File: config.mk
export PLATFORM = sky130hd
export DESIGN_NAME = csv_field_splitter
export DESIGN_NICKNAME = d
export VERILOG_FILES = /design/src/rtl/csvfs_pkg.sv /design/src/rtl/csvfs_front.sv /design/src/rtl/csvfs_fifo.sv /design/src/rtl/csvfs_back.sv /design/src/rtl/csv_field_splitter.sv
export SDC_FILE = /design/constraint.sdc
export NUM_CORES = 1
export LEC_CHECK = 0
export ABC_AREA = 1
export BUFFER_PORTS_ARGS = -buffer_cell sky130_fd_sc_hd__buf_2
export CORE_MARGIN = 5
export CORE_UTILIZATION = 59
export DETAILED_ROUTE_END_ITERATION = 8
export PLACE_DENSITY = 0.77
export SYNTH_ARGS = -nofsm -noshare
export SYNTH_HDL_FRONTEND = slang
export SYNTH_HIERARCHICAL = 1
export SYNTH_SLANG_ARGS = --single-unit
File: constraint.sdc
create_clock -name clk -period 3.6 [get_ports clk]
set_input_delay 0.18 -clock clk [delete_from_list [all_inputs] [get_ports clk]]
set_output_delay 0.18 -clock clk [all_outputs]
set_load 0.03 [all_outputs]
File: src/rtl/csvfs_pkg.sv
// Package for the CSV field splitter: result kinds, the command record that
// passes from the front part to the back part, sequencer phases and the default text.
// Depends on nothing; the front, back and top-level files use it by scoped names.
`default_nettype none

package csvfs_pkg;

  // Bytes of special meaning in the line.
  localparam logic [7:0] CHAR_COMMA   = 8'h2C;
  localparam logic [7:0] CHAR_NEWLINE = 8'h0A;

  // Result kinds as they appear on the kind port.
  localparam logic [1:0] KIND_BYTE  = 2'd0;
  localparam logic [1:0] KIND_CLOSE = 2'd1;
  localparam logic [1:0] KIND_LINE  = 2'd2;

  // Default text emitted for an empty field after a comma.
  localparam int DEFAULT_LEN = 13;

  // Depth of the command queue between front and back.
  localparam int QUEUE_DEPTH = 4;

  // Work that one accepted item leaves for the back part, in emission order:
  // default text with its close, a field close, one field byte, line complete.
  typedef struct packed {
    logic       do_default;
    logic [2:0] default_idx;
    logic       do_close;
    logic [2:0] close_idx;
    logic       do_byte;
    logic [2:0] byte_idx;
    logic [7:0] byte_char;
    logic       do_line;
    logic       line_ovf;
  } cmd_t;

  // Phases of the back sequencer; PH_NONE means no phase is left.
  typedef enum logic [2:0] {
    PH_NONE,
    PH_DEF_BYTES,
    PH_DEF_CLOSE,
    PH_CLOSE,
    PH_BYTE,
    PH_LINE
  } phase_t;

  // Returns the phase that follows ph for the given command.
  function automatic phase_t next_phase(input cmd_t cmd, input phase_t ph);
    phase_t nxt;
    nxt = PH_NONE;
    case (ph)
      PH_NONE: begin
        if (cmd.do_default)    nxt = PH_DEF_BYTES;
        else if (cmd.do_close) nxt = PH_CLOSE;
        else if (cmd.do_byte)  nxt = PH_BYTE;
        else if (cmd.do_line)  nxt = PH_LINE;
      end
      PH_DEF_BYTES: nxt = PH_DEF_CLOSE;
      PH_DEF_CLOSE: begin
        if (cmd.do_close)      nxt = PH_CLOSE;
        else if (cmd.do_byte)  nxt = PH_BYTE;
        else if (cmd.do_line)  nxt = PH_LINE;
      end
      PH_CLOSE: begin
        if (cmd.do_byte)       nxt = PH_BYTE;
        else if (cmd.do_line)  nxt = PH_LINE;
      end
      PH_BYTE: begin
        if (cmd.do_line)       nxt = PH_LINE;
      end
      PH_LINE: nxt = PH_NONE;
      default: nxt = PH_NONE;
    endcase
    return nxt;
  endfunction

  // Characters of the default text "nao informado".
  function automatic logic [7:0] default_char(input logic [3:0] idx);
    logic [7:0] ch;
    case (idx)
      4'd0:    ch = 8'h6E; // n
      4'd1:    ch = 8'h61; // a
      4'd2:    ch = 8'h6F; // o
      4'd3:    ch = 8'h20; // space
      4'd4:    ch = 8'h69; // i
      4'd5:    ch = 8'h6E; // n
      4'd6:    ch = 8'h66; // f
      4'd7:    ch = 8'h6F; // o
      4'd8:    ch = 8'h72; // r
      4'd9:    ch = 8'h6D; // m
      4'd10:   ch = 8'h61; // a
      4'd11:   ch = 8'h64; // d
      4'd12:   ch = 8'h6F; // o
      default: ch = 8'h00;
    endcase
    return ch;
  endfunction

endpackage

`default_nettype wire

File: src/rtl/csvfs_front.sv
// Front part of the CSV field splitter: tracks the line state and turns each
// accepted byte or terminator into at most one command record. Depends on csvfs_pkg.
`default_nettype none

module csvfs_front #(
  parameter int MAX_FIELDS    = 8,
  parameter int MAX_FIELD_LEN = 100
) (
  input  wire logic           clk,
  input  wire logic           rst,
  input  wire logic           accept,
  input  wire logic [7:0]     char_in,
  input  wire logic           line_end,
  output csvfs_pkg::cmd_t     cmd,
  output logic                push
);

  localparam logic [3:0] FIELD_LIMIT = 4'(MAX_FIELDS);
  localparam logic [6:0] LEN_LIMIT   = 7'(MAX_FIELD_LEN);

  // Line state registers.
  logic       field_open;
  logic [3:0] field_number;
  logic [6:0] byte_count;
  logic       comma_pending;
  logic       line_overflow;

  logic       field_open_next;
  logic [3:0] field_number_next;
  logic [6:0] byte_count_next;
  logic       comma_pending_next;
  logic       line_overflow_next;

  // Classification and the command for the current item.
  logic       is_comma;
  logic       is_newline;
  logic       def_req;
  logic       def_ok;
  logic [3:0] fn_after_def;
  logic       closing;
  logic       close_ok;
  logic [3:0] fn_after_close;
  logic       storing;
  logic [6:0] count_base;
  logic       byte_ok;
  logic       ovf;

  always_comb begin
    is_comma   = (char_in == csvfs_pkg::CHAR_COMMA);
    is_newline = (char_in == csvfs_pkg::CHAR_NEWLINE);

    // A pending comma sees its lookahead: comma, newline or line end gives default text.
    def_req      = comma_pending && (line_end || is_comma || is_newline);
    def_ok       = def_req && (field_number < FIELD_LIMIT);
    fn_after_def = def_ok ? 4'(field_number + 4'd1) : field_number;

    // A comma or the line end closes an open field.
    closing        = field_open && (line_end || is_comma);
    close_ok       = closing && (fn_after_def < FIELD_LIMIT);
    fn_after_close = close_ok ? 4'(fn_after_def + 4'd1) : fn_after_def;

    // Any other byte is stored in the open field, opening one if needed.
    storing    = !line_end && !is_comma && !is_newline;
    count_base = field_open ? byte_count : 7'd0;
    byte_ok    = storing && (fn_after_def < FIELD_LIMIT) && (count_base < LEN_LIMIT);

    ovf = line_overflow || (def_req && !def_ok)
          || (storing && (fn_after_def >= FIELD_LIMIT) && !field_open)
          || (storing && (fn_after_def < FIELD_LIMIT) && (count_base >= LEN_LIMIT));
  end

  // Command record handed to the queue.
  always_comb begin
    cmd.do_default  = def_ok;
    cmd.default_idx = field_number[2:0];
    cmd.do_close    = close_ok;
    cmd.close_idx   = fn_after_def[2:0];
    cmd.do_byte     = byte_ok;
    cmd.byte_idx    = fn_after_def[2:0];
    cmd.byte_char   = char_in;
    cmd.do_line     = line_end;
    cmd.line_ovf    = ovf;
    push = accept && (def_ok || close_ok || byte_ok || line_end);
  end

  // Next line state; the terminator clears everything for the next line.
  always_comb begin
    field_open_next    = field_open;
    field_number_next  = field_number;
    byte_count_next    = byte_count;
    comma_pending_next = comma_pending;
    line_overflow_next = line_overflow;
    if (accept) begin
      if (line_end) begin
        field_open_next    = 1'b0;
        field_number_next  = 4'd0;
        byte_count_next    = 7'd0;
        comma_pending_next = 1'b0;
        line_overflow_next = 1'b0;
      end else begin
        comma_pending_next = is_comma;
        field_number_next  = fn_after_close;
        line_overflow_next = ovf;
        if (closing) begin
          field_open_next = 1'b0;
          byte_count_next = 7'd0;
        end else if (storing) begin
          field_open_next = 1'b1;
          byte_count_next = byte_ok ? 7'(count_base + 7'd1) : count_base;
        end
      end
    end
  end

  always_ff @(posedge clk) begin
    if (rst) begin
      field_open    <= 1'b0;
      field_number  <= 4'd0;
      byte_count    <= 7'd0;
      comma_pending <= 1'b0;
      line_overflow <= 1'b0;
    end else begin
      field_open    <= field_open_next;
      field_number  <= field_number_next;
      byte_count    <= byte_count_next;
      comma_pending <= comma_pending_next;
      line_overflow <= line_overflow_next;
    end
  end

endmodule

`default_nettype wire

File: src/rtl/csvfs_fifo.sv
// Short command queue between the front and back parts of the CSV field
// splitter. Generic width and depth; depends on nothing.
`default_nettype none

module csvfs_fifo #(
  parameter int WIDTH = 8,
  parameter int DEPTH = 4
) (
  input  wire logic             clk,
  input  wire logic             rst,
  input  wire logic             push,
  input  wire logic [WIDTH-1:0] push_data,
  input  wire logic             pop,
  output logic [WIDTH-1:0]      head,
  output logic                  empty,
  output logic                  full
);

  localparam int PTR_W = (DEPTH > 1) ? $clog2(DEPTH) : 1;
  localparam int CNT_W = $clog2(DEPTH + 1);
  localparam logic [PTR_W-1:0] PTR_LAST  = PTR_W'(DEPTH - 1);
  localparam logic [CNT_W-1:0] CNT_DEPTH = CNT_W'(DEPTH);

  logic [WIDTH-1:0] entries [DEPTH];
  logic [PTR_W-1:0] wr_ptr;
  logic [PTR_W-1:0] rd_ptr;
  logic [CNT_W-1:0] count;

  logic do_push;
  logic do_pop;

  always_comb begin
    empty   = (count == '0);
    full    = (count == CNT_DEPTH);
    do_push = push && !full;
    do_pop  = pop && !empty;
    head    = entries[rd_ptr];
  end

  // Entry storage holds payload only.
  always_ff @(posedge clk) begin
    if (do_push) begin
      entries[wr_ptr] <= push_data;
    end
  end

  // Pointers and fill count.
  always_ff @(posedge clk) begin
    if (rst) begin
      wr_ptr <= '0;
      rd_ptr <= '0;
      count  <= '0;
    end else begin
      if (do_push) begin
        wr_ptr <= (wr_ptr == PTR_LAST) ? '0 : PTR_W'(wr_ptr + 1'b1);
      end
      if (do_pop) begin
        rd_ptr <= (rd_ptr == PTR_LAST) ? '0 : PTR_W'(rd_ptr + 1'b1);
      end
      if (do_push && !do_pop) begin
        count <= CNT_W'(count + 1'b1);
      end else if (do_pop && !do_push) begin
        count <= CNT_W'(count - 1'b1);
      end
    end
  end

endmodule

`default_nettype wire

File: src/rtl/csvfs_back.sv
// Back part of the CSV field splitter: expands each queued command into its
// results to an output register, one per cycle unless stalled. Uses csvfs_pkg.
`default_nettype none

module csvfs_back (
  input  wire logic            clk,
  input  wire logic            rst,
  input  wire csvfs_pkg::cmd_t head,
  input  wire logic            empty,
  output logic                 pop,
  output logic                 out_valid,
  input  wire logic            out_ready,
  output logic [1:0]           kind,
  output logic [2:0]           field_index,
  output logic [7:0]           out_char,
  output logic                 overflow,
  output logic                 last
);

  localparam logic [3:0] DEF_LAST = 4'(csvfs_pkg::DEFAULT_LEN - 1);

  // Sequencer state.
  csvfs_pkg::cmd_t   cmd;
  csvfs_pkg::cmd_t   cmd_next;
  csvfs_pkg::phase_t phase;
  csvfs_pkg::phase_t phase_next;
  logic [3:0]        cnt;
  logic [3:0]        cnt_next;
  logic              busy;
  logic              busy_next;

  // Result of the current step.
  csvfs_pkg::phase_t later;
  logic              done;
  logic              step;
  logic [1:0]        res_kind;
  logic [2:0]        res_index;
  logic [7:0]        res_char;
  logic              res_ovf;

  // Outputs of the current phase.
  always_comb begin
    later     = csvfs_pkg::next_phase(cmd, phase);
    done      = (phase != csvfs_pkg::PH_DEF_BYTES || cnt == DEF_LAST)
                && (later == csvfs_pkg::PH_NONE);
    step      = busy && (!out_valid || out_ready);
    res_kind  = csvfs_pkg::KIND_BYTE;
    res_index = 3'd0;
    res_char  = 8'd0;
    res_ovf   = 1'b0;
    case (phase)
      csvfs_pkg::PH_DEF_BYTES: begin
        res_index = cmd.default_idx;
        res_char  = csvfs_pkg::default_char(cnt);
      end
      csvfs_pkg::PH_DEF_CLOSE: begin
        res_kind  = csvfs_pkg::KIND_CLOSE;
        res_index = cmd.default_idx;
      end
      csvfs_pkg::PH_CLOSE: begin
        res_kind  = csvfs_pkg::KIND_CLOSE;
        res_index = cmd.close_idx;
      end
      csvfs_pkg::PH_BYTE: begin
        res_index = cmd.byte_idx;
        res_char  = cmd.byte_char;
      end
      csvfs_pkg::PH_LINE: begin
        res_kind = csvfs_pkg::KIND_LINE;
        res_ovf  = cmd.line_ovf;
      end
      default: begin
        res_kind = csvfs_pkg::KIND_BYTE;
      end
    endcase
  end

  // Next state: advance through the phases, and load the next command
  // in the same cycle as the last result of the current one.
  always_comb begin
    cmd_next   = cmd;
    phase_next = phase;
    cnt_next   = cnt;
    busy_next  = busy;
    pop        = (!busy || (step && done)) && !empty;
    if (pop) begin
      cmd_next   = head;
      phase_next = csvfs_pkg::next_phase(head, csvfs_pkg::PH_NONE);
      cnt_next   = 4'd0;
      busy_next  = 1'b1;
    end else if (step && done) begin
      busy_next  = 1'b0;
    end else if (step) begin
      if (phase == csvfs_pkg::PH_DEF_BYTES && cnt != DEF_LAST) begin
        cnt_next = 4'(cnt + 4'd1);
      end else begin
        phase_next = later;
      end
    end
  end

  always_ff @(posedge clk) begin
    cmd   <= cmd_next;
    cnt   <= cnt_next;
  end

  always_ff @(posedge clk) begin
    if (rst) begin
      phase <= csvfs_pkg::PH_NONE;
      busy  <= 1'b0;
    end else begin
      phase <= phase_next;
      busy  <= busy_next;
    end
  end

  // Output register: filled on each step, emptied by a transfer.
  always_ff @(posedge clk) begin
    if (rst) begin
      out_valid <= 1'b0;
    end else if (step) begin
      out_valid <= 1'b1;
    end else if (out_ready) begin
      out_valid <= 1'b0;
    end
  end

  always_ff @(posedge clk) begin
    if (step) begin
      kind        <= res_kind;
      field_index <= res_index;
      out_char    <= res_char;
      overflow    <= res_ovf;
      last        <= done;
    end
  end

endmodule

`default_nettype wire

File: src/rtl/csv_field_splitter.sv
// Top level of the CSV field splitter: front part, command queue and back part.
// Depends on csvfs_pkg, csvfs_front, csvfs_fifo and csvfs_back.
//
// The block takes one byte of a comma-separated line per cycle, with a
// terminator item (line_end) closing the line, and returns numbered field
// bytes, field-closed marks and one line-complete result carrying the overflow
// flag; last marks the final result caused by an input. Input is accepted every
// cycle while the four-entry command queue has room, even while a result waits
// at the output. An empty field expands into 14 results for its default text
// and close, so during such an expansion the queue fills and input stalls. The
// first result of an input passes the command queue, the back command register
// and the output register. No clearing pass is needed after reset.
`default_nettype none

module csv_field_splitter #(
  parameter int MAX_FIELDS    = 8,
  parameter int MAX_FIELD_LEN = 100
) (
  input  wire logic       clk,
  input  wire logic       rst,
  input  wire logic       in_valid,
  output logic            in_ready,
  input  wire logic [7:0] char_in,
  input  wire logic       line_end,
  output logic            out_valid,
  input  wire logic       out_ready,
  output logic [1:0]      kind,
  output logic [2:0]      field_index,
  output logic [7:0]      out_char,
  output logic            overflow,
  output logic            last
);

  csvfs_pkg::cmd_t front_cmd;
  csvfs_pkg::cmd_t queue_head;
  logic            push;
  logic            pop;
  logic            empty;
  logic            full;
  logic            accept;

  // An input transfer needs a free queue entry.
  always_comb begin
    in_ready = !full;
    accept   = in_valid && in_ready;
  end

  csvfs_front #(
    .MAX_FIELDS    (MAX_FIELDS),
    .MAX_FIELD_LEN (MAX_FIELD_LEN)
  ) u_front (
    .clk      (clk),
    .rst      (rst),
    .accept   (accept),
    .char_in  (char_in),
    .line_end (line_end),
    .cmd      (front_cmd),
    .push     (push)
  );

  csvfs_fifo #(
    .WIDTH ($bits(csvfs_pkg::cmd_t)),
    .DEPTH (csvfs_pkg::QUEUE_DEPTH)
  ) u_queue (
    .clk       (clk),
    .rst       (rst),
    .push      (push),
    .push_data (front_cmd),
    .pop       (pop),
    .head      (queue_head),
    .empty     (empty),
    .full      (full)
  );

  csvfs_back u_back (
    .clk         (clk),
    .rst         (rst),
    .head        (queue_head),
    .empty       (empty),
    .pop         (pop),
    .out_valid   (out_valid),
    .out_ready   (out_ready),
    .kind        (kind),
    .field_index (field_index),
    .out_char    (out_char),
    .overflow    (overflow),
    .last        (last)
  );

  // Only field bytes carry a character.
  assert property (@(posedge clk) disable iff (rst)
    out_valid && (kind != csvfs_pkg::KIND_BYTE) |-> (out_char == 8'd0))
    else $error("non-byte result carries a character");

  // The line-complete result is always the last one of its input and has index zero.
  assert property (@(posedge clk) disable iff (rst)
    out_valid && (kind == csvfs_pkg::KIND_LINE) |-> last && (field_index == 3'd0))
    else $error("line-complete result malformed");

  // Overflow is reported only on the line-complete result.
  assert property (@(posedge clk) disable iff (rst)
    out_valid && (kind != csvfs_pkg::KIND_LINE) |-> !overflow)
    else $error("overflow flag on a field result");

  // A queue pop is never taken from an empty queue.
  assert property (@(posedge clk) disable iff (rst)
    pop |-> !empty)
    else $error("pop from empty command queue");

endmodule

`default_nettype wire
Word level (Yosys, flattened, before mapping)
Memories as Yosys holds them, arrays and structs flattened. A register that Yosys moved wholly into a read port is not among the register bits.
Index checks and enable logic that the tools add are counted.
Operators by class
  magnitude comparators: 5
  add/sub/neg operators: 8
  multiplexer cells: 43
  bitwise operators: 1
  equal/unequal tests: 15
  reduce and logical (&&, ||, !) cells: 58
Operators by type and width (number)
  $mux W3: 14
  $mux W7: 5
  $logic_and A1 B1 Y1: 23
  $mux W4: 5
  $pmux W8 S2: 1
  $pmux W3 S5: 1
  $add A4 B1 Y4 const B: 3
  $logic_not A1 Y1: 11
  $logic_or A1 B1 Y1: 11
  $mux W1: 11
  $eq A3 B3 Y1 const B: 3
  $logic_not A3 Y1: 3
  $pmux W3 S3: 1
  $eq A8 B4 Y1 const B: 1
  $eq A8 B6 Y1 const B: 1
  $lt A4 B4 Y1 const B: 2
  $mux W2: 4
  $reduce_bool A2 Y1: 4
  $add A7 B1 Y7 const B: 1
  $ge A7 B7 Y1 const B: 1
  $lt A7 B7 Y1 const B: 1
  $eq A3 B2 Y1 const B: 2
  $reduce_and A3 Y1: 2
  $add A2 B1 Y2 const B: 2
  14 further kinds: 17
Storage, ports and cells
  RAM bits: 88
  word-level logic and storage cells: 158
  bits of input ports: 13
  register bits after elaboration: 67
  bits in read-only memories: 112
  memories kept: 2
Memory list
  (name not given): words 16, width 7, rd ports 1, clocked after Yosys merged registers in 1, write ports 0, line csvfs_pkg.sv:80  | case (idx)
  u_queue.entries: words 4, width 22, rd ports 1, clocked after Yosys merged registers in 1, write ports 1, line csvfs_fifo.sv:24  | logic [WIDTH-1:0] entries [DEPTH];

Depth between registers and ports, before layout
Gate-level depths: netlist of run 1.
  depth after elaboration: 17
  gate-level depth with buffers: 21

By module
The synthesis of run 1 kept the hierarchy.
Modules (own cells, without submodules)
  csvfs_fifo: cells an instance 284, sequential area each 2822.7 um^2, times used 1, area each 3798.6 um^2
  csvfs_back: cells an instance 236, sequential area each 1431.4 um^2, times used 1, area each 2362.3 um^2
  csvfs_front: cells an instance 196, sequential area each 280.3 um^2, times used 1, area each 1288.7 um^2
  csv_field_splitter: cells an instance 3, sequential area each 0.0 um^2, times used 1, area each 13.8 um^2

Worst setup path before layout of run 1
OpenSTA, ideal clock, no wires.
  path type: reg2reg
  start: register u_back.out_valid
  end: register u_queue.count[1]
  cell stages (with the launch flop): 15
  required time: 3484 ps
  path slack: 464 ps
  arrival time: 3021 ps
  setup time: 116 ps
  cells stage by stage: dfxtp_1 > nand2_1 > nand2_1 > inv_1 > nand3_2 > nand2_4 > nand2_4 > buf_6 > inv_1 > nand2_1 > ha_1 > inv_1 > fa_1 > o21ai_0 > nor2_1
Between the ends
  longest elaborated chain between the ends: 10
  elaborated cells on any way between the ends: 12
  classes of those cells: 1 x mux; 11 x reduce/logical
Ends and longest elaborated chain
  from (decl): line csvfs_back.sv:11  | output logic out_valid,
  from (signal assigned): line csvfs_back.sv:120  | out_valid <= 1'b0;
  from (signal assigned): line csvfs_back.sv:122  | out_valid <= 1'b1;
  from (signal assigned): line csvfs_back.sv:124  | out_valid <= 1'b0;
  $logic_not A1 Y1 *: line csvfs_back.sv:46  | step = busy && (!out_valid || out_ready);
  $logic_or A1 B1 Y1 *: line csvfs_back.sv:46
  $logic_and A1 B1 Y1 *: line csvfs_back.sv:46
  named net u_back.step: line csvfs_back.sv:35  | logic step;
  $logic_and A1 B1 Y1 *: line csvfs_back.sv:85  | pop = (!busy || (step && done)) && !empty;
  $logic_or A1 B1 Y1 *: line csvfs_back.sv:85
  $logic_and A1 B1 Y1 *: line csvfs_back.sv:85
  named net pop: line csv_field_splitter.sv:37  | logic pop;
  $logic_and A1 B1 Y1 *: line csvfs_fifo.sv:36  | do_pop = pop && !empty;
  $logic_not A1 Y1: line csvfs_fifo.sv:60  | if (do_push && !do_pop) begin
  $logic_and A1 B1 Y1: line csvfs_fifo.sv:60
  $mux W3 / $reduce_bool A2 Y1 (equally long branches)
  to (signal assigned): line csvfs_fifo.sv:61  | count <= CNT_W'(count + 1'b1);
  to (signal assigned): line csvfs_fifo.sv:63  | count <= CNT_W'(count - 1'b1);
  to (decl): line csvfs_fifo.sv:27  | logic [CNT_W-1:0] count;
The timed path passes the listed nets; every way through them passes the cells marked *.
A chain may end at the register's enable or synchronous reset.

Final worst setup path of run 1
  start: input char_in[4]
  end: register u_queue.count[2]
Between the ends
  longest elaborated chain between the ends: 16
  elaborated cells on any way between the ends: 26
  classes of those cells: 1 x order compare; 2 x eq/ne; 2 x mux; 21 x reduce/logical
Ends and longest elaborated chain
  from (decl): line csv_field_splitter.sv:23  | input wire logic [7:0] char_in,
  $eq A8 B6 Y1: line csvfs_front.sv:49  | is_comma = (char_in == csvfs_pkg::CHAR_COMMA);
  $logic_or A1 B1 Y1: line csvfs_front.sv:53, csvfs_front.sv:58
  $logic_or A1 B1 Y1: line csvfs_front.sv:53  | def_req = comma_pending && (line_end || is_comma || is_newline);
  $logic_and A1 B1 Y1: line csvfs_front.sv:53
  $logic_and A1 B1 Y1: line csvfs_front.sv:54  | def_ok = def_req && (field_number < FIELD_LIMIT);
  $mux W4: line csvfs_front.sv:55  | fn_after_def = def_ok ? 4'(field_number + 4'd1) : field_number;
  $lt A4 B4 Y1: line csvfs_front.sv:59, csvfs_front.sv:65
  $logic_and A1 B1 Y1 (on tied branches): line csvfs_front.sv:59, csvfs_front.sv:65
  $logic_or A1 B1 Y1 / $logic_and A1 B1 Y1 (equally long branches): line csvfs_front.sv:83, csvfs_front.sv:65
  $logic_or A1 B1 Y1 * (2 in series): line csvfs_front.sv:83  | push = accept && (def_ok || close_ok || byte_ok || line_end);
  $logic_and A1 B1 Y1 *: line csvfs_front.sv:83
  named net push: line csv_field_splitter.sv:36  | logic push;
  $logic_and A1 B1 Y1 *: line csvfs_fifo.sv:35  | do_push = push && !full;
  named net u_queue.do_push: line csvfs_fifo.sv:29  | logic do_push;
  $logic_not A1 Y1: line csvfs_fifo.sv:62  | end else if (do_pop && !do_push) begin
  $logic_and A1 B1 Y1: line csvfs_fifo.sv:62
  $reduce_bool A2 Y1 (no line)
Marks and branches as above.

==> key figures, run 1 <==
Drt
  • Total Wirelength: 14300 um
  • First-pass detailed-route iteration total: 5
  • Routed Antenna Nets: 0
  • Wire per inst: 15.4 um
  • Vias per inst: 5.35
  • Number of remaining DRC errors: 0
  • Via count: 4984
  • Initial DRC count: 406

Power and ir drop
  • VDD IR-drop max: 0.000444 V
  • Lkg Pwr: 3.44 nW
  • Pwr/cell area: 789 mW/mm^2

Floorplanning
  • Initial Util: 59.6%
  • Vert. Die Dim: 122 um
  • CORE AREA: 0.0125 mm^2
  • Die Width: 122 um
  • Core Rows: 41
  • I/O pins: 30
  • Die area: 0.0150 mm^2

STA
  • Count of final hold-check violations: 0
  • Final Worst Setup Slack: 385 ps
  • Fmax: 0.311 GHz
  • Setup repair after global routing missed its margin: false
  • Slew @ Worst Pin: 948 ps
  • Post-Route Skew: 7.68 ps
  • Final worst path period share: 89.3%
  • Final setup fails: 0
  • Post-Route Setup TNS: 0 ps
  • Minimum period implied by the final worst setup slack: 3210 ps
  • Slew HR: 36.7%
  • Final Max Tran Viols: 0

Yosys
  • Post-synthesis sequential area ratio: 60.8%
  • Ys flop type: edfxtp_1
  • Synth Area in Compound Gates: 8.26%
  • Synth Area in XOR/XNOR: 1.06%
  • Mux cell area share after synthesis: 0%
  • Mapped cell area: 0.00746 mm^2
  • Top cell type's share of synthesized area: 50.3%
  • Largest family of logic cells by synthesized area: simple AND/OR/NAND/NOR gates
  • Net count after synthesis: 750
  • Netlist cell types: 41
  • Warning count from the yosys run: 6
  • Synthesized-area fraction occupied by adder cells: 3.12%
  • Synth area leaders: edfxtp_1, dfxtp_1, nand2_1
  • EDFF count, synth: 125
  • Synth area leader: edfxtp_1
  • Register bit total from synthesis: 164
  • Post-Syn Area per Cell: 10.4 um^2
  • Simple-gate area share of the yosys netlist: 18.4%
  • Synth Instances: 719
  • Asr flop ratio synth: 0%

Place
  • DP HPWL: 9480 um
  • Gpl congestion: 0.826
  • Port-buffer cells: 29
  • Pre-CTS WS: 503 ps
  • Placed Area: 0.00761 mm^2

Worst setup path
  • Critical path arrival: 3580 ps
  • Crit Path Class: primary input to register
  • WP data required: 3960 ps
  • Worst-path maximum fanout: 10
  • Startpoint types: primary input
  • R2R depth: 16
  • Reg-to-Reg End: u_queue/count[2]$_SDFFE_PP0P_
  • R2R setup slack: 540 ps
  • Reg-to-reg startpoint: u_queue/count[0]$_SDFFE_PP0P_
  • CP endpoint kind: register

GRT
  • Grt ovf: 0
  • Largest net degree at the start of global routing: 45
  • Gr usage total: 20.7%
  • First-pass GRT wire length: 23400 um
  • Initial antenna violation count: 0
  • Number of global-route vias before repair: 4921

CTS
  • Cts bufs inserted: 17
  • H-tree levels: 4
  • CTS tree: yes
  • CTS-repair resized insts: 0
  • Clock Tree Buf Depth: 2
  • Post-CTS Setup Repair Bufs: 0
  • Root Buffer: clkbuf_16
  • Clock sinks: 164
  • Cts hold-fix bufs: 7
  • Clock-pin slew on the worst setup and hold paths: 60 ps
  • Skew-Pair Late Insertion Delay: 430 ps

Worst hold path
  • HP Class: primary input to register
  • HP Start: char_in[2]
  • Hold Path End: u_queue/entries[2][4]$_DFFE_PP_
  • Hold path depth: 1

Final layout
  • N_diodes: 0
  • Area of the multi-input gates: 0.00231 mm^2
  • FF/Latch Area: 0.00453 mm^2
  • FILL cells: 966
  • Design area: 0.00825 mm^2
  • Post-layout net count: 777
  • Layout area overhead: 10.5%
  • Share of layout cells above drive strength 1: 15.2%

Run
  • Max Cap Viol: 0

Status
  • Run status: complete, no violations
[where the power goes]
group	internal (W)	leakage, nW	switching [W]
combinational	0.000598	1.67	0.00141
clock	0.000991	0.274	0.000714
sequential	0.00258	1.49	0.000215
[flip-flops by register name, summed over array words and instances, names as in the netlist, named ones only]
name,cells
u_front/comma_pending,1
u_back/kind,2
u_back/cmd,22
u_back/busy,1
u_back/last,1
u_back/out_valid,1
u_front/line_overflow,1
u_front/field_open,1
u_queue/entries,88
u_front/byte_count,7
u_back/phase,3
u_queue/rd_ptr,2
u_queue/count,3
u_back/out_char,8
u_queue/wr_ptr,2
u_back/overflow,1
u_back/cnt,4
u_front/field_number,4
u_back/field_index,3
[cell usage in the layout (no fill, tap or decap), drive strengths merged, types with 2 or more instances in the layout]
| master | synthesis | routed |
|---|---|---|
| dfxtp | 39 | 39 |
| nand2 | 145 | 145 |
| xor2 | 6 | 6 |
| clkbuf | 3 | 21 |
| nand3b | 5 | 5 |
| nor2 | 86 | 86 |
| a21oi | 22 | 22 |
| dlygate4sd3 | 0 | 7 |
| nand3 | 47 | 47 |
| ha | 17 | 17 |
| o21ai | 58 | 58 |
| nand4 | 5 | 5 |
| o211ai | 2 | 2 |
| edfxtp | 125 | 125 |
| xnor2 | 3 | 3 |
| buf | 34 | 38 |
| nor3 | 5 | 5 |
| inv | 86 | 88 |
| o22ai | 22 | 22 |
| clkinvlp | 0 | 2 |
| clkinv | 2 | 8 |
[cell families (layout without fill, tap and decap cells)]
| family | Yosys count | after routing |
|---|---|---|
| AO/OA/AOI/OAI | 108 | 108 |
| XOR/XNOR | 9 | 9 |
| adder cells (fa/ha/maj) | 18 | 18 |
| buffers and inverters | 125 | 165 |
| flip-flops | 164 | 164 |
| AND/OR/NAND/NOR | 295 | 295 |
[worst max-delay path, stage by stage]
cell	delay, ps
dlygate4sd3_1	530
buf_2	140
inv_1	60
nand2_2	70
nor2_4	50
nand2_1	100
nand3_4	170
nand3_4	130
nand2_4	60
inv_2	80
nand3_2	160
a41oi_1	410
nand2_1	260
inv_1	130
ha_1	170
inv_1	70
fa_1	390
nand2_1	110
nand3_1	100
nand2_1	70
inv_1	40
nor2_1	80
[synthesized netlist by cell type, types with 5 or more instances]
library cell  count
nand3b_1          5
o21ai_1          20
nor2_1           81
nand4_1           5
nand2_2           7
nand3_1          39
nand2_4           7
buf_4            22
a21oi_1          19
nand3_2           5
inv_2             7
ha_1             17
nand2_1         131
edfxtp_1        125
buf_6             8
xor2_1            6
inv_1            78
dfxtp_1          39
o22ai_1          22
o21ai_0          37
[metal layers]
metal	vias to the layer above	share of wire [%]	global-route usage, %
li1	2458	-	-
met1	2379	41	24.6
met2	125	52	36.7
met3	22	5.1	4.01
met4	0	1.9	8.75
met5	-	0	0
[per-stage QoR]
step	cells	hold WS, ps	utilization, %	total power (W)
CTS	931	5.50	65.9	0.00653
global placement	892	404	60.8	0.00473
floorplan	719	242	-	0.00435
finish	931	11.8	65.9	0.00651
global route	931	24.1	65.9	0.00690
detailed placement	892	421	60.8	0.00482
[how the worst max path moves through the flow]
stage / endpoint / from / cells past startpoint
2_1_floorplan: u_queue/count[1]$_SDFFE_PP0P_ / u_back/out_valid$_SDFFE_PP0P_ / 14
3_3_place_gp: u_queue/count[2]$_SDFFE_PP0P_ / char_in[6] / 22
3_5_place_dp: u_queue/count[2]$_SDFFE_PP0P_ / char_in[7] / 21
4_1_cts: u_queue/count[2]$_SDFFE_PP0P_ / char_in[7] / 22
5_1_grt: u_queue/count[2]$_SDFFE_PP0P_ / char_in[4] / 23
6_report: u_queue/count[2]$_SDFFE_PP0P_ / char_in[4] / 22
[area by class of cell]
type / count / share of cell area (%)
Clock buffer: 21 / 5.58
Clock inverter: 11 / 1.26
Inverter: 88 / 4.11
Multi-Input combinational cell: 430 / 28.0
Sequential cell: 164 / 55.0
Tap cell: 172 / 2.61
Timing Repair Buffer: 45 / 3.43
Note: power is estimated with default switching activity, not from simulation.
==> inputs of run 2 (changes only) <==
--- a/config.mk
+++ b/config.mk
@@ -6,11 +6,11 @@
 export NUM_CORES = 1
 export LEC_CHECK = 0
 export ABC_AREA = 1
-export BUFFER_PORTS_ARGS = -buffer_cell sky130_fd_sc_hd__buf_2
 export CORE_MARGIN = 5
-export CORE_UTILIZATION = 59
+export CORE_UTILIZATION = 55
 export DETAILED_ROUTE_END_ITERATION = 8
-export PLACE_DENSITY = 0.77
+export DONT_BUFFER_PORTS = 1
+export PLACE_DENSITY = 0.7
 export SYNTH_ARGS = -nofsm -noshare
 export SYNTH_HDL_FRONTEND = slang
 export SYNTH_HIERARCHICAL = 1
==> constraint.sdc (replaced) <==
create_clock -name clk -period 3.1 [get_ports clk]
set_input_delay 0.155 -clock clk [delete_from_list [all_inputs] [get_ports clk]]
set_output_delay 0.155 -clock clk [all_outputs]
set_load 0.03 [all_outputs]
==> key figures, run 2 (synthesis results as in run 1) <==
Status
  • Run status: complete, no violations

CTS
  • Clock-pin slew on the worst setup and hold paths: 60 ps
  • CTS tree: yes
  • Skew-Pair Late Insertion Delay: 420 ps
  • H-tree levels: 4
  • Cts bufs inserted: 17
  • Post-CTS Setup Repair Bufs: 0
  • Clock Tree Buf Depth: 2
  • Clock sinks: 164
  • Root Buffer: clkbuf_16

Place
  • Gpl congestion: 0.822
  • Port-buffer cells: 0
  • DP Cell Count: 873
  • DP HPWL: 9440 um
  • Placed Area: 0.00752 mm^2

STA
  • Final worst path period share: 93.5%
  • Setup repair after global routing missed its margin: false
  • Slew @ Worst Pin: 874 ps
  • Fmax: 0.345 GHz
  • Post-Route Setup TNS: 0 ps
  • Min Hold Slack: 19.5 ps
  • Final Max Tran Viols: 0
  • Minimum period implied by the final worst setup slack: 2900 ps
  • Slew HR: 41.5%
  • Count of final hold-check violations: 0
  • Final setup fails: 0
  • Post-Route Skew: 6.73 ps

Run
  • Max Cap Viol: 0

Final layout
  • Largest Register: u_queue/entries
  • Design area: 0.00822 mm^2
  • Layout area overhead: 10.1%
  • Area of the multi-input gates: 0.00232 mm^2
  • Max reg flops: 88
  • N_diodes: 0
  • FILL cells: 1086
  • Post-layout net count: 758
  • Top Registers: u_queue/entries: 88 flops, u_back/cmd: 22 flops, u_back/out_char: 8 flops
  • Commonest non-fill, non-tap cell in the layout: nand2_1
  • Commonest non-fill, non-tap cells in the layout: nand2_1, edfxtp_1, inv_1, nor2_1
  • Fin cells: 916
  • FF/Latch Area: 0.00453 mm^2
  • Share of layout cells above drive strength 1: 12.4%

Worst hold path
  • HP Class: primary input to register
  • Hold Path End: u_front/comma_pending$_SDFFE_PP0P_
  • Hold path depth: 4
  • HP Start: char_in[5]

Power and ir drop
  • Switch share: 35.9%
  • Lkg Pwr: 3.36 nW
  • Pwr/cell area: 929 mW/mm^2
  • Clock power share: 26.9%
  • VDD IR-drop max: 0.000459 V
  • Sequential fraction of design power: 44.6%
  • Total power: 0.00763 W
  • Internal: 0.00489 W
  • Comb pwr share: 28.5%
  • Net Switching: 0.00274 W

Drt
  • Wire per inst: 15.6 um
  • Vias per inst: 5.31
  • First-pass detailed-route iteration total: 5
  • Number of remaining DRC errors: 0
  • Via count: 4864
  • Initial DRC count: 473
  • Total Wirelength: 14300 um
  • Routed Antenna Nets: 0

GRT
  • Number of global-route vias before repair: 4812
  • Largest net degree at the start of global routing: 45
  • First-pass GRT wire length: 23500 um
  • Gr usage total: 18.7%
  • Initial antenna violation count: 0
  • Grt ovf: 0

Worst setup path
  • WP data required: 3410 ps
  • Crit Path Class: register to register
  • Reg-to-reg startpoint: u_front/field_number[0]$_SDFFE_PP0P_
  • R2R depth: 14
  • Critical path arrival: 3210 ps
  • R2R setup slack: 200 ps
  • Worst-path maximum fanout: 8
  • Reg-to-Reg End: u_queue/count[1]$_SDFFE_PP0P_
  • Startpoint types: register
  • CP endpoint kind: register

Floorplanning
  • Vert. Die Dim: 126 um
  • CORE AREA: 0.0133 mm^2
  • Die Width: 126 um
  • Initial Util: 56.1%
  • I/O pins: 30
  • Die area: 0.0160 mm^2
  • Core Rows: 42
-- run 2: metal layers --
layer	track usage, %	up-vias	share of wire, %
li1	-	2428	-
met3	3.95	13	5.1
met2	31.3	135	51
met1	23.9	2288	43
met4	7.63	0	1.2
met5	0	-	0
-- run 2: worst max-delay path by stage --
stage                                         start                             to  depth (start not counted)
3_5_place_dp           u_back/phase[0]$_SDFFE_PP0P_  u_queue/count[2]$_SDFFE_PP0P_                         18
3_3_place_gp           u_back/phase[0]$_SDFFE_PP0P_  u_queue/count[2]$_SDFFE_PP0P_                         18
2_1_floorplan         u_back/out_valid$_SDFFE_PP0P_  u_queue/count[2]$_SDFFE_PP0P_                         18
6_report       u_front/field_number[0]$_SDFFE_PP0P_  u_queue/count[1]$_SDFFE_PP0P_                         14
5_1_grt               u_queue/count[0]$_SDFFE_PP0P_  u_queue/count[2]$_SDFFE_PP0P_                         15
4_1_cts                u_back/phase[0]$_SDFFE_PP0P_  u_queue/count[2]$_SDFFE_PP0P_                         18
-- run 2: repair_timing --
action / in CTS / in global routing
hold endpoints to repair: 64 / 0
setup endpoints to repair: 0 / 2
hold buffers: 11 / 0
gates resized for setup: 0 / 1
-- run 2: critical path, cell delays in order, from the launching register on --
cell	delay, ps
dfxtp_1	460
inv_1	100
nor3_1	380
nand3_4	130
nand2_4	100
inv_2	50
nand3_2	150
a41oi_1	250
nand2_1	160
inv_1	60
ha_1	210
inv_1	100
fa_1	420
o21ai_0	180
nor2_1	50
-- run 2: area by class of cell --
class | instances | area share [%]
clock buffers | 19 | 5.27
clock inverters | 13 | 1.78
inverters | 88 | 4.17
multi-input cells | 430 | 28.2
flip-flops and latches | 164 | 55.2
well taps | 176 | 2.68
repair buffers | 26 | 2.71
-- run 2: power by group through the flow --
stage | Clock (W) | Combinational, W | Sequential, W
after global routing | 0.00220 | 0.00245 | 0.00345
after floorplan | 0 | 0.00171 | 0.00335
after detailed placement | 0 | 0.00215 | 0.00345
final | 0.00205 | 0.00218 | 0.00340
after global placement | 0 | 0.00207 | 0.00343
after CTS | 0.00210 | 0.00219 | 0.00341
-- run 2: metrics by stage --
stage	util [%]	setup slack, ps
4_1_cts	61.8	100
3_3_place_gp	56.6	253
2_1_floorplan	-	160
3_5_place_dp	56.6	133
6_report	61.8	201
5_1_grt	61.8	7.05
==> inputs of run 3 (changes only) <==
--- a/config.mk
+++ b/config.mk
@@ -6,7 +6,7 @@
 export NUM_CORES = 1
 export LEC_CHECK = 0
 export ABC_AREA = 1
-export CORE_MARGIN = 5
+export CORE_MARGIN = 4
 export CORE_UTILIZATION = 55
 export DETAILED_ROUTE_END_ITERATION = 8
 export DONT_BUFFER_PORTS = 1
==> key figures, run 3 (synthesis results as in run 1) <==
Final layout
  • Layout area overhead: 10.7%
  • Share of layout cells above drive strength 1: 12.7%
  • Top Registers: u_queue/entries: 88 flops, u_back/cmd: 22 flops, u_back/out_char: 8 flops
  • Largest Register: u_queue/entries
  • Max reg flops: 88
  • Commonest non-fill, non-tap cell in the layout: nand2_1
  • N_diodes: 0
  • Commonest non-fill, non-tap cells in the layout: nand2_1, edfxtp_1, inv_1, nor2_1
  • Post-layout net count: 757

Worst hold path
  • Hold path depth: 4
  • Hold Path End: u_front/comma_pending$_SDFFE_PP0P_
  • HP Start: char_in[2]
  • HP Class: primary input to register

GRT
  • Met1 usage: 23.8%
  • Routing usage on met2: 32.8%
  • Met3 Resource Use GR: 3.99%
  • First-pass GRT wire length: 23600 um
  • GR peak layer: met2
  • Number of global-route vias before repair: 4910
  • Largest net degree at the start of global routing: 45
  • Grt ovf: 0
  • Initial antenna violation count: 0
  • Gr usage total: 19.0%

Power and ir drop
  • Sequential fraction of design power: 43.8%
  • Pwr/cell area: 940 mW/mm^2
  • VDD IR-drop max: 0.000440 V
  • Clock power share: 27.8%
  • Switch share: 35.9%
  • Lkg Pwr: 3.38 nW
  • Net Switching: 0.00279 W
  • Comb pwr share: 28.4%
  • Internal: 0.00498 W

Drt
  • Wire per inst: 15.7 um
  • Via count: 4953
  • Routed Antenna Nets: 0
  • Vias per inst: 5.41
  • Initial DRC count: 405
  • Number of remaining DRC errors: 0
  • First-pass detailed-route iteration total: 5
  • Total Wirelength: 14400 um

STA
  • Count of final hold-check violations: 0
  • Setup repair after global routing missed its margin: false
  • Final setup fails: 0
  • Post-Route Skew: 13.1 ps
  • Post-Route Setup TNS: 0 ps
  • Minimum period implied by the final worst setup slack: 2790 ps
  • Slew @ Worst Pin: 870 ps
  • Final Worst Setup Slack: 315 ps
  • Final Max Tran Viols: 0
  • Final worst path period share: 89.8%
  • Slew HR: 41.8%
  • Fmax: 0.359 GHz

Worst setup path
  • Reg-to-reg startpoint: u_queue/count[0]$_SDFFE_PP0P_
  • R2R setup slack: 310 ps
  • Critical path arrival: 3100 ps
  • Cell Chain, Critical Path: nor2_1, nand2_1, inv_1, nor2_2, clkinv_1, a41oi_2, nand2_1, inv_1, ha_1, inv_1, fa_1, inv_1, nand2_1, nand3_1, nand2_1, inv_1, nor2_1
  • WP data required: 3420 ps
  • R2R depth: 17
  • Worst Path Buf+Inv: 6
  • Reg-to-Reg End: u_queue/count[2]$_SDFFE_PP0P_
  • CP endpoint kind: register
  • Slowest-stage cell, CP: dfxtp_1
  • Worst-path maximum fanout: 9
  • Crit Path Class: register to register
  • Startpoint types: register
  • CP dominant cell by count: inv_1
  • Cell class contributing the biggest share of worst-path delay: simple AND/OR/NAND/NOR gates
  • Crit-path max cell delay: 410 ps

Place
  • Pre-CTS WS: 105 ps
  • Gpl congestion: 0.835
  • DP HPWL: 9470 um
  • Port-buffer cells: 0

Floorplanning
  • CORE AREA: 0.0132 mm^2
  • Vert. Die Dim: 124 um
  • Die Width: 124 um
  • I/O pins: 30
  • Initial Util: 56.4%
  • Core Rows: 42
  • Die area: 0.0155 mm^2

CTS
  • Clock Tree Buf Depth: 2
  • CTS tree: yes
  • Clock-pin slew on the worst setup and hold paths: 60 ps
  • Cts bufs inserted: 17
  • Skew-Pair Late Insertion Delay: 420 ps
  • Clock sinks: 164
  • Post-CTS Setup Repair Bufs: 0
  • H-tree levels: 4
  • Root Buffer: clkbuf_16

Status
  • Run status: complete, no violations

Run
  • Max Cap Viol: 0
[run 3: power groups by stage]
stage / logic (W) / registers (W) / clock network (W)
2_1_floorplan: 0.00171 / 0.00335 / 0
3_3_place_gp: 0.00207 / 0.00342 / 0
3_5_place_dp: 0.00215 / 0.00344 / 0
4_1_cts: 0.00219 / 0.00340 / 0.00221
5_1_grt: 0.00246 / 0.00345 / 0.00231
6_report: 0.00220 / 0.00340 / 0.00216
[run 3: area by class of cell]
class	count	area, um^2
Inverter	88	343
Clock inverter	15	193
Multi-Input combinational cell	430	2330
Fill cell	1053	4980
Tap cell	176	220
Clock buffer	17	425
Sequential cell	164	4530
Timing Repair Buffer	25	215
[run 3: routing by layer]
layer,up-vias,part of all wire [%]
met5,-,0
met4,0,1.0
met3,13,4.5
met2,142,51
met1,2375,44
li1,2423,-
[run 3: worst min-delay path, cell delays in order]
cell and delay (ps):
nand2_1 60, nor2_2 50, nand3_1 70, a21oi_1 50
[run 3: what timing repair did]
| item | 4_1_cts | 5_1_grt |
|---|---|---|
| setup endpoints to repair | 0 | 2 |
| endpoints found under the hold margin | 64 | 0 |
| resized for setup | 0 | 3 |
| hold buffers | 11 | 0 |
[run 3: worst max path at each step]
stage / start / end / slack, ps / depth (start not counted)
floorplan: u_back/out_valid$_SDFFE_PP0P_ / u_queue/count[2]$_SDFFE_PP0P_ / 160 / 18
global placement: u_back/phase[0]$_SDFFE_PP0P_ / u_queue/count[2]$_SDFFE_PP0P_ / 250 / 18
detailed placement: u_back/phase[1]$_SDFFE_PP0P_ / u_queue/count[2]$_SDFFE_PP0P_ / 110 / 18
CTS: u_back/phase[1]$_SDFFE_PP0P_ / u_queue/count[2]$_SDFFE_PP0P_ / 50 / 18
global route: u_queue/count[0]$_SDFFE_PP0P_ / u_queue/count[2]$_SDFFE_PP0P_ / 40 / 17
finish: u_queue/count[0]$_SDFFE_PP0P_ / u_queue/count[2]$_SDFFE_PP0P_ / 310 / 17
[run 3: stage by stage]
| stage | total power (W) | cells | util, % | instance area [um^2] | hold slack [ps] |
|---|---|---|---|---|---|
| final | 0.00776 | 915 | 62.4 | 8260 | 24.8 |
| after CTS | 0.00779 | 915 | 62.3 | 8240 | 0.589 |
| after global routing | 0.00822 | 915 | 62.4 | 8260 | 32.3 |
| after detailed placement | 0.00559 | 872 | 56.8 | 7520 | 226 |
| after floorplan | 0.00506 | 719 | - | 7470 | 217 |
| after global placement | 0.00549 | 872 | 56.8 | 7520 | 226 |
